==> src/sv/dfl_pkg.sv <==
package dfl_pkg;

  localparam int unsigned DEPTH       = 65536;
  localparam int unsigned MAX_BLOCK   = 8192;
  localparam int unsigned FRAC_BITS   = 16;

  localparam int unsigned SAMPLE_W    = 24;
  localparam int unsigned TGT_W       = 32;
  localparam int unsigned BLK_W       = 14;
  localparam int unsigned CFG_W       = 17;
  localparam int unsigned BUF_LEN_RST = 65536;

  localparam int unsigned AW          = (DEPTH > 1) ? $clog2(DEPTH) : 1;
  localparam int unsigned LEN_W       = $clog2(DEPTH + 1);
  localparam int unsigned EFF_LEN_RST = (BUF_LEN_RST < DEPTH) ? BUF_LEN_RST : DEPTH;
  localparam int unsigned DLY_W       = (LEN_W + FRAC_BITS > TGT_W) ? LEN_W + FRAC_BITS : TGT_W;
  localparam int unsigned BIDX_W      = (MAX_BLOCK > 1) ? $clog2(MAX_BLOCK) : 1;
  localparam int unsigned BLEN_W      = $clog2(MAX_BLOCK + 1);
  localparam int unsigned DIV_CNT_W   = $clog2(DLY_W + 1);
  localparam int unsigned POS_W       = LEN_W + 1;
  localparam int unsigned Q_W         = POS_W + FRAC_BITS;
  localparam int unsigned PROD_W      = SAMPLE_W + FRAC_BITS + 2;

  typedef struct packed {
    logic              start;
    logic [DLY_W-1:0]  num;
    logic [BLEN_W-1:0] den;
  } dfl_div_req_t;

  typedef struct packed {
    logic             done;
    logic [DLY_W-1:0] quot;
  } dfl_div_rsp_t;

endpackage

==> src/sv/dfl_div.sv <==
module dfl_div (
  input  logic                  clk_i,
  input  logic                  rst_ni,
  input  dfl_pkg::dfl_div_req_t req_i,
  output dfl_pkg::dfl_div_rsp_t rsp_o
);

  localparam int unsigned DLY_W  = dfl_pkg::DLY_W;
  localparam int unsigned BLEN_W = dfl_pkg::BLEN_W;
  localparam int unsigned CNT_W  = dfl_pkg::DIV_CNT_W;

  logic              busy_q, busy_d;
  logic              done_q, done_d;
  logic [CNT_W-1:0]  cnt_q, cnt_d;
  logic [BLEN_W-1:0] rem_q, rem_d;
  logic [DLY_W-1:0]  quo_q, quo_d;
  logic [BLEN_W-1:0] den_q, den_d;
  logic [BLEN_W:0]   trial;
  logic              ge;

  always_comb begin
    trial  = {rem_q, quo_q[DLY_W-1]};
    ge     = (trial >= {1'b0, den_q});
    busy_d = busy_q;
    done_d = 1'b0;
    cnt_d  = cnt_q;
    rem_d  = rem_q;
    quo_d  = quo_q;
    den_d  = den_q;
    if (req_i.start) begin
      busy_d = 1'b1;
      cnt_d  = CNT_W'(DLY_W);
      rem_d  = '0;
      quo_d  = req_i.num;
      den_d  = req_i.den;
    end else if (busy_q) begin
      rem_d = ge ? BLEN_W'(trial - {1'b0, den_q}) : trial[BLEN_W-1:0];
      quo_d = {quo_q[DLY_W-2:0], ge};
      cnt_d = cnt_q - CNT_W'(1);
      if (cnt_q == CNT_W'(1)) begin
        busy_d = 1'b0;
        done_d = 1'b1;
      end
    end
  end

  always_ff @(posedge clk_i or negedge rst_ni) begin
    if (!rst_ni) begin
      busy_q <= 1'b0;
      done_q <= 1'b0;
      cnt_q  <= '0;
    end else begin
      busy_q <= busy_d;
      done_q <= done_d;
      cnt_q  <= cnt_d;
    end
  end

  always_ff @(posedge clk_i) begin
    rem_q <= rem_d;
    quo_q <= quo_d;
    den_q <= den_d;
  end

  assign rsp_o.done = done_q;
  assign rsp_o.quot = quo_q;

endmodule

==> config.mk <==
export PLATFORM = sky130hd
export DESIGN_NAME = dfl_div
export DESIGN_NICKNAME = d
export VERILOG_FILES = /design/src/sv/dfl_pkg.sv /design/src/sv/dfl_div.sv
export SDC_FILE = /design/constraint.sdc
export NUM_CORES = 1
export LEC_CHECK = 0
export BUFFER_PORTS_ARGS = -buffer_cell sky130_fd_sc_hd__buf_2
export CAP_MARGIN = 10
export CORE_ASPECT_RATIO = 0.6
export CORE_UTILIZATION = 45
export CTS_BUF_LIST = sky130_fd_sc_hd__clkbuf_8
export DETAILED_ROUTE_END_ITERATION = 8
export PLACE_DENSITY = 0.75
export RECOVER_POWER = 25
export SYNTH_ARGS = -nofsm -noshare
export SYNTH_HDL_FRONTEND = slang
export SYNTH_SLANG_ARGS = --single-unit
==> constraint.sdc <==
create_clock -name clk_i -period 2.4 [get_ports clk_i]
set_input_delay 0.48 -clock clk_i [delete_from_list [all_inputs] [get_ports clk_i]]
set_output_delay 0.48 -clock clk_i [all_outputs]
set_load 0.1 [all_outputs]
==> results.cfg <==
[timing]
finClkSkew_ns = 0.00954
fin_ws_ns = -0.0186
period_share = 1.01
min_period_ns = 2.42
setup_violations = 1
finalHoldViolCount = 0
drv_slew = 0
maxSlewHeadroom = 0.350
rsz0062_at_grt = yes
fmax_ghz = 0.413
setup_tns_ns = -0.0186
hold_slack_ns = 0.300
worst_slew_pin_slew_ns = 0.975

[detailed_routing]
vias = 2648
first_pass_iters = 4
drtIter0Drc = 132
viasPerCell = 5.23
drc = 0
postRouteWirelength_mm = 7.82
ant_nets = 0
post_drt_wl_per_cell_um = 15.5

[clock_network]
cts.clk_slew.worst_paths_ns = 0.08
cts_tree = built
cts_buffer_depth = 2
cts_max_level = 3
cts_root_buffer = clkbuf_8
cts_made_buffers = 9
clkSinkCount = 69
clkLatencyLatePin_ns = 0.35

[layout]
seq_area_mm2 = 0.00189
instances_no_fill = 506
antenna_cells = 0
multi_input_area_mm2 = 0.00165
final_layout_size_suffix_gt1_frac = 0.427
design_area_mm2 = 0.00449
area_growth_pct = 22.2
nets = 461
nFillCells = 682

[synthesis]
postSynthAreaPerCell_um2 = 12.2
synthXorXnorAreaFrac = 0.0358
synth_fa_ha_area_frac = 0.0634
synth_fp_nets = 370
synthTopCellsByArea = edfxtp_1 38%, mux2_2 10%, dfxtp_1 7.6%, ha_1 5.8%, dfrtp_1 5.4%
muxShareOfSynthArea = 0.104
synth_top_family_by_area = compound AO/OA/AOI/OAI gates
yosys_register_bits = 69
async_reset_ff_frac = 0.116
yosysTopAreaCell = edfxtp_1
netlist_instances = 302
netlist_top_cells_count = 47 x edfxtp_1, 33 x mux2_2, 27 x nand2_1, 21 x nor2_1, 19 x inv_1
dominantRegCellSynth = edfxtp_1
synth_compound_area_frac = 0.125
yosysMostFrequentCell = edfxtp_1
synth_area_mm2 = 0.00367
synth.distinct_cells = 56
yosysWarnings = 0
synth-edff-count = 47
seq_area_frac_synth = 0.515
synth_top_area_share = 0.384
synth_simple_gate_area_frac = 0.111

[critical_path]
crit_buf_inv = 2
critPathMaxStageDelay_ns = 0.41
reg2reg_slack_ns = -0.02
r2r_start = quo_q[32]
rr_worst_depth = 11
cp_max_fo = 3
crit_required_ns = 2.66
endpoint = rem_q[10]
cpMaxStageDelayCell = edfxtp_1
setup.worst_path.class = reg2reg
arrival_ns = 2.68
cp_cell_sequence = inv_2 -> ha_4 -> inv_2 -> fa_2 -> a211oi_4 -> o211a_1 -> o21bai_1 -> a21oi_1 -> xnor2_1 -> nand2_1 -> a311oi_1
worst_setup_path_start_kind = flop
cp_top_family = compound AO/OA/AOI/OAI gates
r2r_end = rem_q[10]
startpoint = quo_q[32]
worst_path_most_repeated_cell = inv_2
end_kind = flop
cp.depth = 11

[grt]
grt_busiest_layer = met1
grt_pass1_vias = 2425
track_usage = 0.185
grt_pass1_wl_mm = 12.1
grtUsageMet2 = 0.267
antenna_found_initial = 0
grtUsageMet1 = 0.270
grt_max_degree = 35
grt_overflow = 0
grt_util_met3 = 0.0495

[place]
io_buffers = 83
dpl-instance-area_mm2 = 0.00420
placed_cells_incl_taps = 486
gp_congestion = 0.853
dp_hpwl_mm = 5.59

[pwr]
powerDensity_mw_per_mm2 = 1260
ir_worst_vdd_v = 0.000571
total_leakage_power_nw = 1.93

[job]
maxCapViolCount = 0

[floorplan]
design.die.area_mm2 = 0.00854
io_pins = 84
start_util = 0.466
core.rowCount = 25
die_w_um = 119
core_region_area_mm2 = 0.00788
die_h_um = 72.0

[run_status]
violations = setup timing
status = finished with violations

[hold_path]
worstHoldPathType = in2reg
layout make-up:
| type | count | area share |
|---|---|---|
| clock buffers | 11 | 0.0337 |
| inverters | 19 | 0.0159 |
| clock inverters | 5 | 0.0184 |
| flip-flops and latches | 69 | 0.422 |
| repair buffers | 94 | 0.113 |
| well taps | 108 | 0.0301 |
| multi-input cells | 200 | 0.368 |
per-layer routing:
| metal | vias to the layer above | share of wire |
|---|---|---|
| li1 | 1293 | - |
| met1 | 1256 | 0.51 |
| met2 | 87 | 0.43 |
| met4 | 0 | 0.012 |
| met5 | - | 0 |
| met3 | 12 | 0.049 |
through the flow:
stage | util | setup WS, ns | total power [mW]
after floorplan | - | -0.219 | 4.07
after global routing | 0.569 | -0.139 | 5.95
after global placement | 0.533 | 0.154 | 4.45
after CTS | 0.564 | 0.00973 | 5.63
after detailed placement | 0.533 | 0.0292 | 4.52
final | 0.569 | -0.0186 | 5.68
worst register-to-register path: cells and delay by family (launching register included):
family	cells	cell delay (ns)
buffers and inverters	2	0.16
flip-flops	1	0.41
XOR/XNOR	1	0.13
AO/OA/AOI/OAI	5	1.04
adder cells (fa/ha/maj)	2	0.53
AND/OR/NAND/NOR	1	0.08
cell usage in the layout (no fill, tap or decap), types with 3 or more instances in the layout:
cell type  instances
a21o_1             3
ha_1              15
a211oi_1           3
a21oi_1           16
or4_1              3
xor2_1             5
dfrtp_1            8
o21ai_0            4
buf_4              8
a311oi_2           7
xnor2_1           10
clkbuf_8          11
nor2_1            21
nand2_1           27
edfxtp_1          47
mux2_2            33
buf_2             80
dfxtp_1           14
inv_1             17
o21bai_1           3
a311oi_1           4
clkbuf_1           4
registers in the layout, indices dropped and copies added, names as in the netlist:
| register | cells |
|---|---|
| quo_q | 33 |
| den_q | 14 |
| rem_q | 14 |
| cnt_q | 6 |
| busy_q | 1 |
| done_q | 1 |
cells by family after synthesis:
group,count (synthesis)
mux,34
buf+inv,33
xor+xnor,15
fa+ha+maj,18
flops,69
compound gates,56
simple gates,77
worst min path at each step:
stage	start	depth (start not counted)	endpoint
final	req_i[4]	1	den_q[4]
after detailed placement	rst_ni	1	done_q
after floorplan	rst_ni	0	busy_q
after global placement	rst_ni	1	cnt_q[3]
after global routing	req_i[11]	1	den_q[11]
after CTS	req_i[12]	1	den_q[12]
where the power goes:
part	switching (mW)	internal, mW
clock	0.450	0.643
combinational	1.92	0.849
sequential	0.210	1.60
what timing repair did:
action                                  in CTS  in global routing
hold buffers                                 1                  0
gates resized for setup                      0                  5
endpoints found under the setup margin       0                  7
endpoints found under the hold margin        8                  0
buffers inserted                             0                  3
(Power assumes the default switching activity.)
